<file path="config.mk">
export PLATFORM = sky130hd
export DESIGN_NAME = ltc_ctrl
export DESIGN_NICKNAME = d
export VERILOG_FILES = /design/src/rtl/core/ltc_pkg.sv /design/src/rtl/core/ltc_ctrl.sv
export SDC_FILE = /design/constraint.sdc
export NUM_CORES = 1
export LEC_CHECK = 0
export ABC_AREA = 1
export ABC_CLOCK_PERIOD_IN_PS = 1400
export BUFFER_PORTS_ARGS = -buffer_cell sky130_fd_sc_hd__clkbuf_2
export CORE_MARGIN = 4
export CORE_UTILIZATION = 45
export CTS_CLUSTER_DIAMETER = 200
export DETAILED_ROUTE_END_ITERATION = 16
export PLACE_DENSITY = 0.78
export SYNTH_ARGS = -nofsm -noshare
export SYNTH_HDL_FRONTEND = slang
export SYNTH_SLANG_ARGS = --single-unit
</file>
<file path="constraint.sdc">
create_clock -name clk -period 1.4 [get_ports clk]
set_input_delay 0.21 -clock clk [delete_from_list [all_inputs] [get_ports clk]]
set_output_delay 0.21 -clock clk [all_outputs]
set_load 0.05 [all_outputs]
</file>
<file path="src/rtl/core/ltc_pkg.sv">
// ----------------------------------------------------------------------------
// ltc_pkg: shared types and constants for the lattice topological charge block
// Payload structs, controller/datapath command and status, arctangent table.
// ----------------------------------------------------------------------------
package ltc_pkg;

  // One site spin as it is kept in the row store
  typedef struct packed {
    logic signed [15:0] x;
    logic signed [15:0] y;
    logic signed [15:0] z;
  } ltc_spin_t;

  // Input transaction payload
  typedef struct packed {
    logic signed [15:0] spin_x;
    logic signed [15:0] spin_y;
    logic signed [15:0] spin_z;
    logic               end_of_frame;
  } ltc_in_t;

  // Result transaction payload
  typedef struct packed {
    logic signed [31:0] charge;
    logic               polarity;
  } ltc_out_t;

  // Controller to datapath commands
  typedef struct packed {
    logic       accept;      // latch input site, fold column wrap
    logic       rd_en;       // row store read
    logic       rd_col;      // 0: column-1, 1: column
    logic       cap_s1;      // capture lower-left corner
    logic       cap_s2;      // capture lower-right corner
    logic       tri_sel;     // 0: (s1,s2,cur), 1: (s1,cur,left)
    logic       st1;         // cross terms and dot products
    logic       st2;         // triple product terms, denominator
    logic       st3;         // numerator sum
    logic       cordic_load; // quadrant pre-rotation
    logic       cordic_step; // one vectoring iteration
    logic [4:0] iter;        // iteration index
    logic       acc;         // add triangle angle to sum
    logic       wr_en;       // row store write
    logic       wr_col;      // 0: left site at column-1, 1: current at column
    logic       update;      // advance column, left site, peak
    logic       chg_mul;     // charge partial products
    logic       load_out;    // load result register, clear frame state
  } ltc_cmd_t;

  // Datapath to controller status
  typedef struct packed {
    logic need_plaq; // a full plaquette ends at this site
    logic col_nz;    // column is not zero
    logic row_end;   // last site of a row
    logic eof;       // site closes the frame
  } ltc_stat_t;

  localparam int                 ROW_LEN_W   = 9;
  localparam logic [8:0]         ROW_LEN_RST = 9'd146;
  localparam int                 CORDIC_W    = 52;
  localparam int                 ANGLE_W     = 33;
  localparam int                 SUM_W       = 40;
  localparam int                 CHG_LO_W    = 20;
  localparam logic signed [32:0] HALF_PI_Q30 = 33'sd1686629713;
  localparam logic [20:0]        INV_4PI_Q24 = 21'd1335088;

  // atan(2^-i) in radians, 30 fraction bits
  function automatic logic [31:0] atan_q30(input logic [4:0] idx);
    logic [31:0] v;
    case (idx)
      5'd0:  v = 32'd843314857;
      5'd1:  v = 32'd497837829;
      5'd2:  v = 32'd263043837;
      5'd3:  v = 32'd133525159;
      5'd4:  v = 32'd67021687;
      5'd5:  v = 32'd33543516;
      5'd6:  v = 32'd16775851;
      5'd7:  v = 32'd8388437;
      5'd8:  v = 32'd4194283;
      5'd9:  v = 32'd2097149;
      5'd10: v = 32'd1048576;
      5'd11: v = 32'd524288;
      5'd12: v = 32'd262144;
      5'd13: v = 32'd131072;
      5'd14: v = 32'd65536;
      5'd15: v = 32'd32768;
      5'd16: v = 32'd16384;
      5'd17: v = 32'd8192;
      5'd18: v = 32'd4096;
      5'd19: v = 32'd2048;
      5'd20: v = 32'd1024;
      5'd21: v = 32'd512;
      5'd22: v = 32'd256;
      5'd23: v = 32'd128;
      5'd24: v = 32'd64;
      5'd25: v = 32'd32;
      5'd26: v = 32'd16;
      5'd27: v = 32'd8;
      5'd28: v = 32'd4;
      5'd29: v = 32'd2;
      5'd30: v = 32'd1;
      default: v = 32'd0;
    endcase
    return v;
  endfunction

endpackage

</file>
<file path="src/rtl/core/ltc_ctrl.sv">
// ----------------------------------------------------------------------------
// ltc_ctrl: sequencer for the lattice topological charge block
// Steps each site through row store reads and two triangle evaluations where a
// full plaquette ends, row store writes and, at frame end, the charge scaling and result load.
// ----------------------------------------------------------------------------
module ltc_ctrl import ltc_pkg::*; #(
  parameter int ANGLE_ITERATIONS = 16
) (
  input  logic      clk,
  input  logic      rst_n,
  input  logic      in_valid,
  output logic      in_ready,
  output logic      out_valid,
  input  logic      out_ready,
  input  ltc_stat_t stat,
  output ltc_cmd_t  cmd
);

  localparam int IT_W = $clog2(ANGLE_ITERATIONS);

  typedef enum logic [3:0] {
    S_IDLE, S_RD1, S_RD2, S_RD3, S_ST1, S_ST2, S_ST3, S_LOAD,
    S_ITER, S_ACC, S_WR1, S_WR2, S_UPD, S_CHG, S_OUT
  } state_t;

  state_t          state_r, state_nxt;
  logic            tri_r, tri_nxt;
  logic [IT_W-1:0] iter_r, iter_nxt;
  logic            out_valid_r, out_valid_nxt;

  assign in_ready  = (state_r == S_IDLE);
  assign out_valid = out_valid_r;

  // Next state and command decode
  always_comb begin
    state_nxt     = state_r;
    tri_nxt       = tri_r;
    iter_nxt      = iter_r;
    cmd           = '0;
    cmd.tri_sel   = tri_r;
    cmd.iter      = 5'(iter_r);
    case (state_r)
      S_IDLE: begin
        cmd.accept = in_valid;
        if (in_valid) state_nxt = S_RD1;
      end
      S_RD1: begin
        if (stat.need_plaq) begin
          cmd.rd_en = 1'b1;
          state_nxt = S_RD2;
        end else begin
          state_nxt = S_WR1;
        end
      end
      S_RD2: begin
        cmd.rd_en  = 1'b1;
        cmd.rd_col = 1'b1;
        cmd.cap_s1 = 1'b1;
        state_nxt  = S_RD3;
      end
      S_RD3: begin
        cmd.cap_s2 = 1'b1;
        tri_nxt    = 1'b0;
        state_nxt  = S_ST1;
      end
      S_ST1: begin
        cmd.st1   = 1'b1;
        state_nxt = S_ST2;
      end
      S_ST2: begin
        cmd.st2   = 1'b1;
        state_nxt = S_ST3;
      end
      S_ST3: begin
        cmd.st3   = 1'b1;
        state_nxt = S_LOAD;
      end
      S_LOAD: begin
        cmd.cordic_load = 1'b1;
        iter_nxt        = '0;
        state_nxt       = S_ITER;
      end
      S_ITER: begin
        cmd.cordic_step = 1'b1;
        iter_nxt        = iter_r + 1'b1;
        if (iter_r == IT_W'(ANGLE_ITERATIONS - 1)) state_nxt = S_ACC;
      end
      S_ACC: begin
        cmd.acc = 1'b1;
        if (!tri_r) begin
          tri_nxt   = 1'b1;
          state_nxt = S_ST1;
        end else begin
          state_nxt = S_WR1;
        end
      end
      S_WR1: begin
        cmd.wr_en = stat.col_nz;
        state_nxt = S_WR2;
      end
      S_WR2: begin
        cmd.wr_en  = stat.row_end;
        cmd.wr_col = 1'b1;
        state_nxt  = S_UPD;
      end
      S_UPD: begin
        cmd.update = 1'b1;
        state_nxt  = stat.eof ? S_CHG : S_IDLE;
      end
      S_CHG: begin
        cmd.chg_mul = 1'b1;
        state_nxt   = S_OUT;
      end
      S_OUT: begin
        if (!out_valid_r || out_ready) begin
          cmd.load_out = 1'b1;
          state_nxt    = S_IDLE;
        end
      end
      default: state_nxt = S_IDLE;
    endcase
    out_valid_nxt = cmd.load_out ? 1'b1 : (out_ready ? 1'b0 : out_valid_r);
  end

  // State and registered outputs
  always_ff @(posedge clk) begin
    if (!rst_n) begin
      state_r     <= S_IDLE;
      tri_r       <= 1'b0;
      iter_r      <= '0;
      out_valid_r <= 1'b0;
    end else begin
      state_r     <= state_nxt;
      tri_r       <= tri_nxt;
      iter_r      <= iter_nxt;
      out_valid_r <= out_valid_nxt;
    end
  end

  // A new result never overwrites one that is still waiting
  a_no_overwrite: assert property (@(posedge clk) disable iff (!rst_n)
    cmd.load_out |-> (!out_valid_r || out_ready))
    else $error("result register overwritten");

  // An accepted transaction always starts the read phase
  a_accept_seq: assert property (@(posedge clk) disable iff (!rst_n)
    (in_valid && in_ready) |=> (state_r == S_RD1))
    else $error("accept did not start site sequence");

  // Angle accumulation only after the last iteration
  a_acc_after_iter: assert property (@(posedge clk) disable iff (!rst_n)
    (state_r == S_ACC) |-> ($past(state_r) == S_ITER))
    else $error("accumulate without finished iterations");

endmodule

</file>
==> metrics.csv <==
metric,value,unit
status,"finished, violations left",
failing checks,setup timing,
Crit-path slowest cell,dfxtp_4,
Critical R2R Launch,state_r[2],
vias post-DR,1116,
Setup crit end kind,primary output,
final setup vio count,20,
Die X,47.8,um
period utilization,113,%
post-synth cell types,18,
cells after synthesis,124,
Die Ht,47.8,um
Critical Path End,cmd[12],
Vias/cell,5.90,
DP HPWL,1680,um
maximum VDD drop,0.00162,V
fraction of layout cells with a size suffix above 1,62.4,%
critical path peak fanout,4,
Synth Register Bits,10,
Final Power,3.23,mW
Slew Limit Fails,0,
setup slack on the worst flop-to-flop path,-0.03,ns
number of cell rows,14,
Arrival @ worst endpoint,1.37,ns
first-pass GRT wire length,4600,um
Hold Path Stages,3,
Max H-tree Level,1,
Synthesized Nets,133,
Post-synth EDFFs,0,
clock tree buffer depth,2,
startpoint types,flip-flop,
Clock transition at path regs,0.07,ns
ANT nets after route,0,
Async SR Flop Fraction,0,%
Ant. Diodes,0,
largest net degree at the start of global routing,7,
area taken by multi-input logic gates,563,um^2
most frequent cells after synthesis,"nand2_1 (28), inv_1 (25), nor2_1 (21)",
synthesized area,713,um^2
sw frac,53.6,%
Logic pwr share,76.7,%
Total GRT Usage,29.5,%
synth-to-layout area growth,98.4,%
Port Buf Inserts,30,
reg-to-reg endpoint,state_r[0],
root buffer cell,clkbuf_4,
DR iter-0 viols,127,
max cap viols,0,
post-synth top area cell,dfxtp_1,
Core Region,0.00151,mm^2
ys flop type,dfxtp_1,
final wirelength,3780,um
P_sw,1.73,mW
vias in the first global route,964,
critical path type,reg -> out,
Initial Util,47.3,%
Final WS setup,-0.176,ns
Mean Syn Cell Area,5.75,um^2
pwr dens,2290,mW/mm^2
clock network power share,8.2,%
synth warn,0,
crit path time final,1.58,ns
CP cell instances,"inv_2, nor2_2, nand2_1, inv_1, clkbuf_8",
Final Hold Viols,0,
storage element area,218,um^2
"top cells by area, synth","dfxtp_1 (28%), nand2_1 (15%), inv_1 (13%), nor2_1 (11%), nand3_1 (6.3%)",
crit path from,state_r[2],
"Seq/Total Area, Yosys",28.1,%
Nets,183,
CTS tree,done,
WP data required,1.19,ns
fmax,634,MHz
leak pwr,0.739,nW
CTS sink cnt,10,
Fillers,45,
hold slack,0.213,ns
worst hold-check path type,in -> reg,
R2R cell count,8,
Reg power frac,15.1,%
antenna violations before repair,0,
total negative slack,-2.03,ns
Num CTS Buffers,3,
worst skew pair latency,0.27,ns
Clock Skews,0.00751,ns
placer congestion estimate,0.895,
total gr overflow,0,
max incr delay on CP,0.40,ns
internal power,1.50,mW
cts hold-fix bufs,0,
top-area cell type share of the netlist area,28.1,%
# IOs,32,
Residual DRC,0,
Initial DRT Pass Iterations,4,
wire per inst,20.0,um
DIE AREA,0.00229,mm^2
most common cell in the synthesized netlist,nand2_1,
unrepaired setup endpoints after global routing,yes,
## timing repair
| action | CTS | global route |
|---|---|---|
| setup endpoints to repair | 17 | 22 |
| pin swaps | 4 | 15 |
| setup buffers | 7 | 8 |
| resized for setup | 59 | 56 |
## critical path: cells and delay by family, from the launching register on
kind	cells	cell delay, ns
buffers and inverters	3	0.36
flip-flops	1	0.40
AND/OR/NAND/NOR	2	0.33
## sequential cells by signal (all words and copies together) (netlist names)
| name | flops |
|---|---|
| iter_r | 4 |
| out_valid | 1 |
| tri_r | 1 |
| state_r | 4 |
## layout make-up
type	count	area share, %
multi-input cells	83	39.8
repair buffers	50	33.4
flip-flops and latches	10	15.4
inverters	26	7.43
clock buffers	4	2.56
well taps	16	1.41
## power groups by stage
| stage | Combinational, mW | Sequential (mW) | Clock, mW |
|---|---|---|---|
| after detailed placement | 1.43 | 0.410 | 0 |
| after CTS | 1.88 | 0.457 | 0.257 |
| after global placement | 1.41 | 0.406 | 0 |
| after global routing | 2.56 | 0.493 | 0.281 |
| final | 2.48 | 0.488 | 0.264 |
| after floorplan | 1.07 | 0.431 | 0 |
## how the worst min path moves through the flow
| stage | slack [ns] | from | endpoint |
|---|---|---|---|
| floorplan | 0.31 | rst_n | state_r[1] |
| global placement | 0.45 | iter_r[0] | iter_r[0] |
| detailed placement | 0.46 | iter_r[0] | iter_r[0] |
| CTS | 0.21 | rst_n | state_r[1] |
| global route | 0.21 | rst_n | state_r[2] |
| finish | 0.21 | rst_n | state_r[2] |
## per-stage QoR
step / cell area, um^2 / util (%) / worst slack [ns] / std cells
2_1_floorplan: 754 / - / -0.149 / 124
3_3_place_gp: 932 / 61.9 / 0.0423 / 171
3_5_place_dp: 932 / 61.9 / 0.00726 / 171
4_1_cts: 1220 / 80.7 / -0.104 / 182
5_1_grt: 1420 / 93.9 / -0.250 / 189
6_report: 1420 / 93.9 / -0.176 / 189
## logic make-up (layout without fill, tap and decap cells)
| kind of cell | Yosys count | after routing | share of synthesized area (%) |
|---|---|---|---|
| compound gates | 14 | 14 | 11.2 |
| fa+ha+maj | 1 | 1 | 1.75 |
| buf+inv | 31 | 80 | 18.9 |
| flops | 10 | 10 | 28.1 |
| other cells | 1 | 1 | 0.526 |
| simple gates | 67 | 67 | 39.5 |
## cell usage in the layout (no fill, tap or decap), drive strengths merged, types with 3 or more instances in the layout
cell type | netlist | routed
clkbuf | 0 | 21
inv | 26 | 26
nor2 | 25 | 25
dfxtp | 10 | 10
nor3 | 3 | 3
nand2 | 29 | 29
a21oi | 7 | 7
o21ai | 5 | 5
buf | 5 | 33
nand3 | 9 | 9
## metal layers
| metal | global-route usage [%] | share of wire [%] | wire length [um] | vias up |
|---|---|---|---|---|
| met5 | 0 | 0 | 0 | - |
| met4 | 14.0 | 5.2 | 196 | 0 |
| met3 | 4.89 | 9.6 | 363 | 32 |
| met2 | 53.3 | 51 | 1920 | 114 |
| met1 | 33.2 | 35 | 1310 | 495 |
| li1 | - | - | - | 475 |
Note: power is estimated with default switching activity, not from simulation.
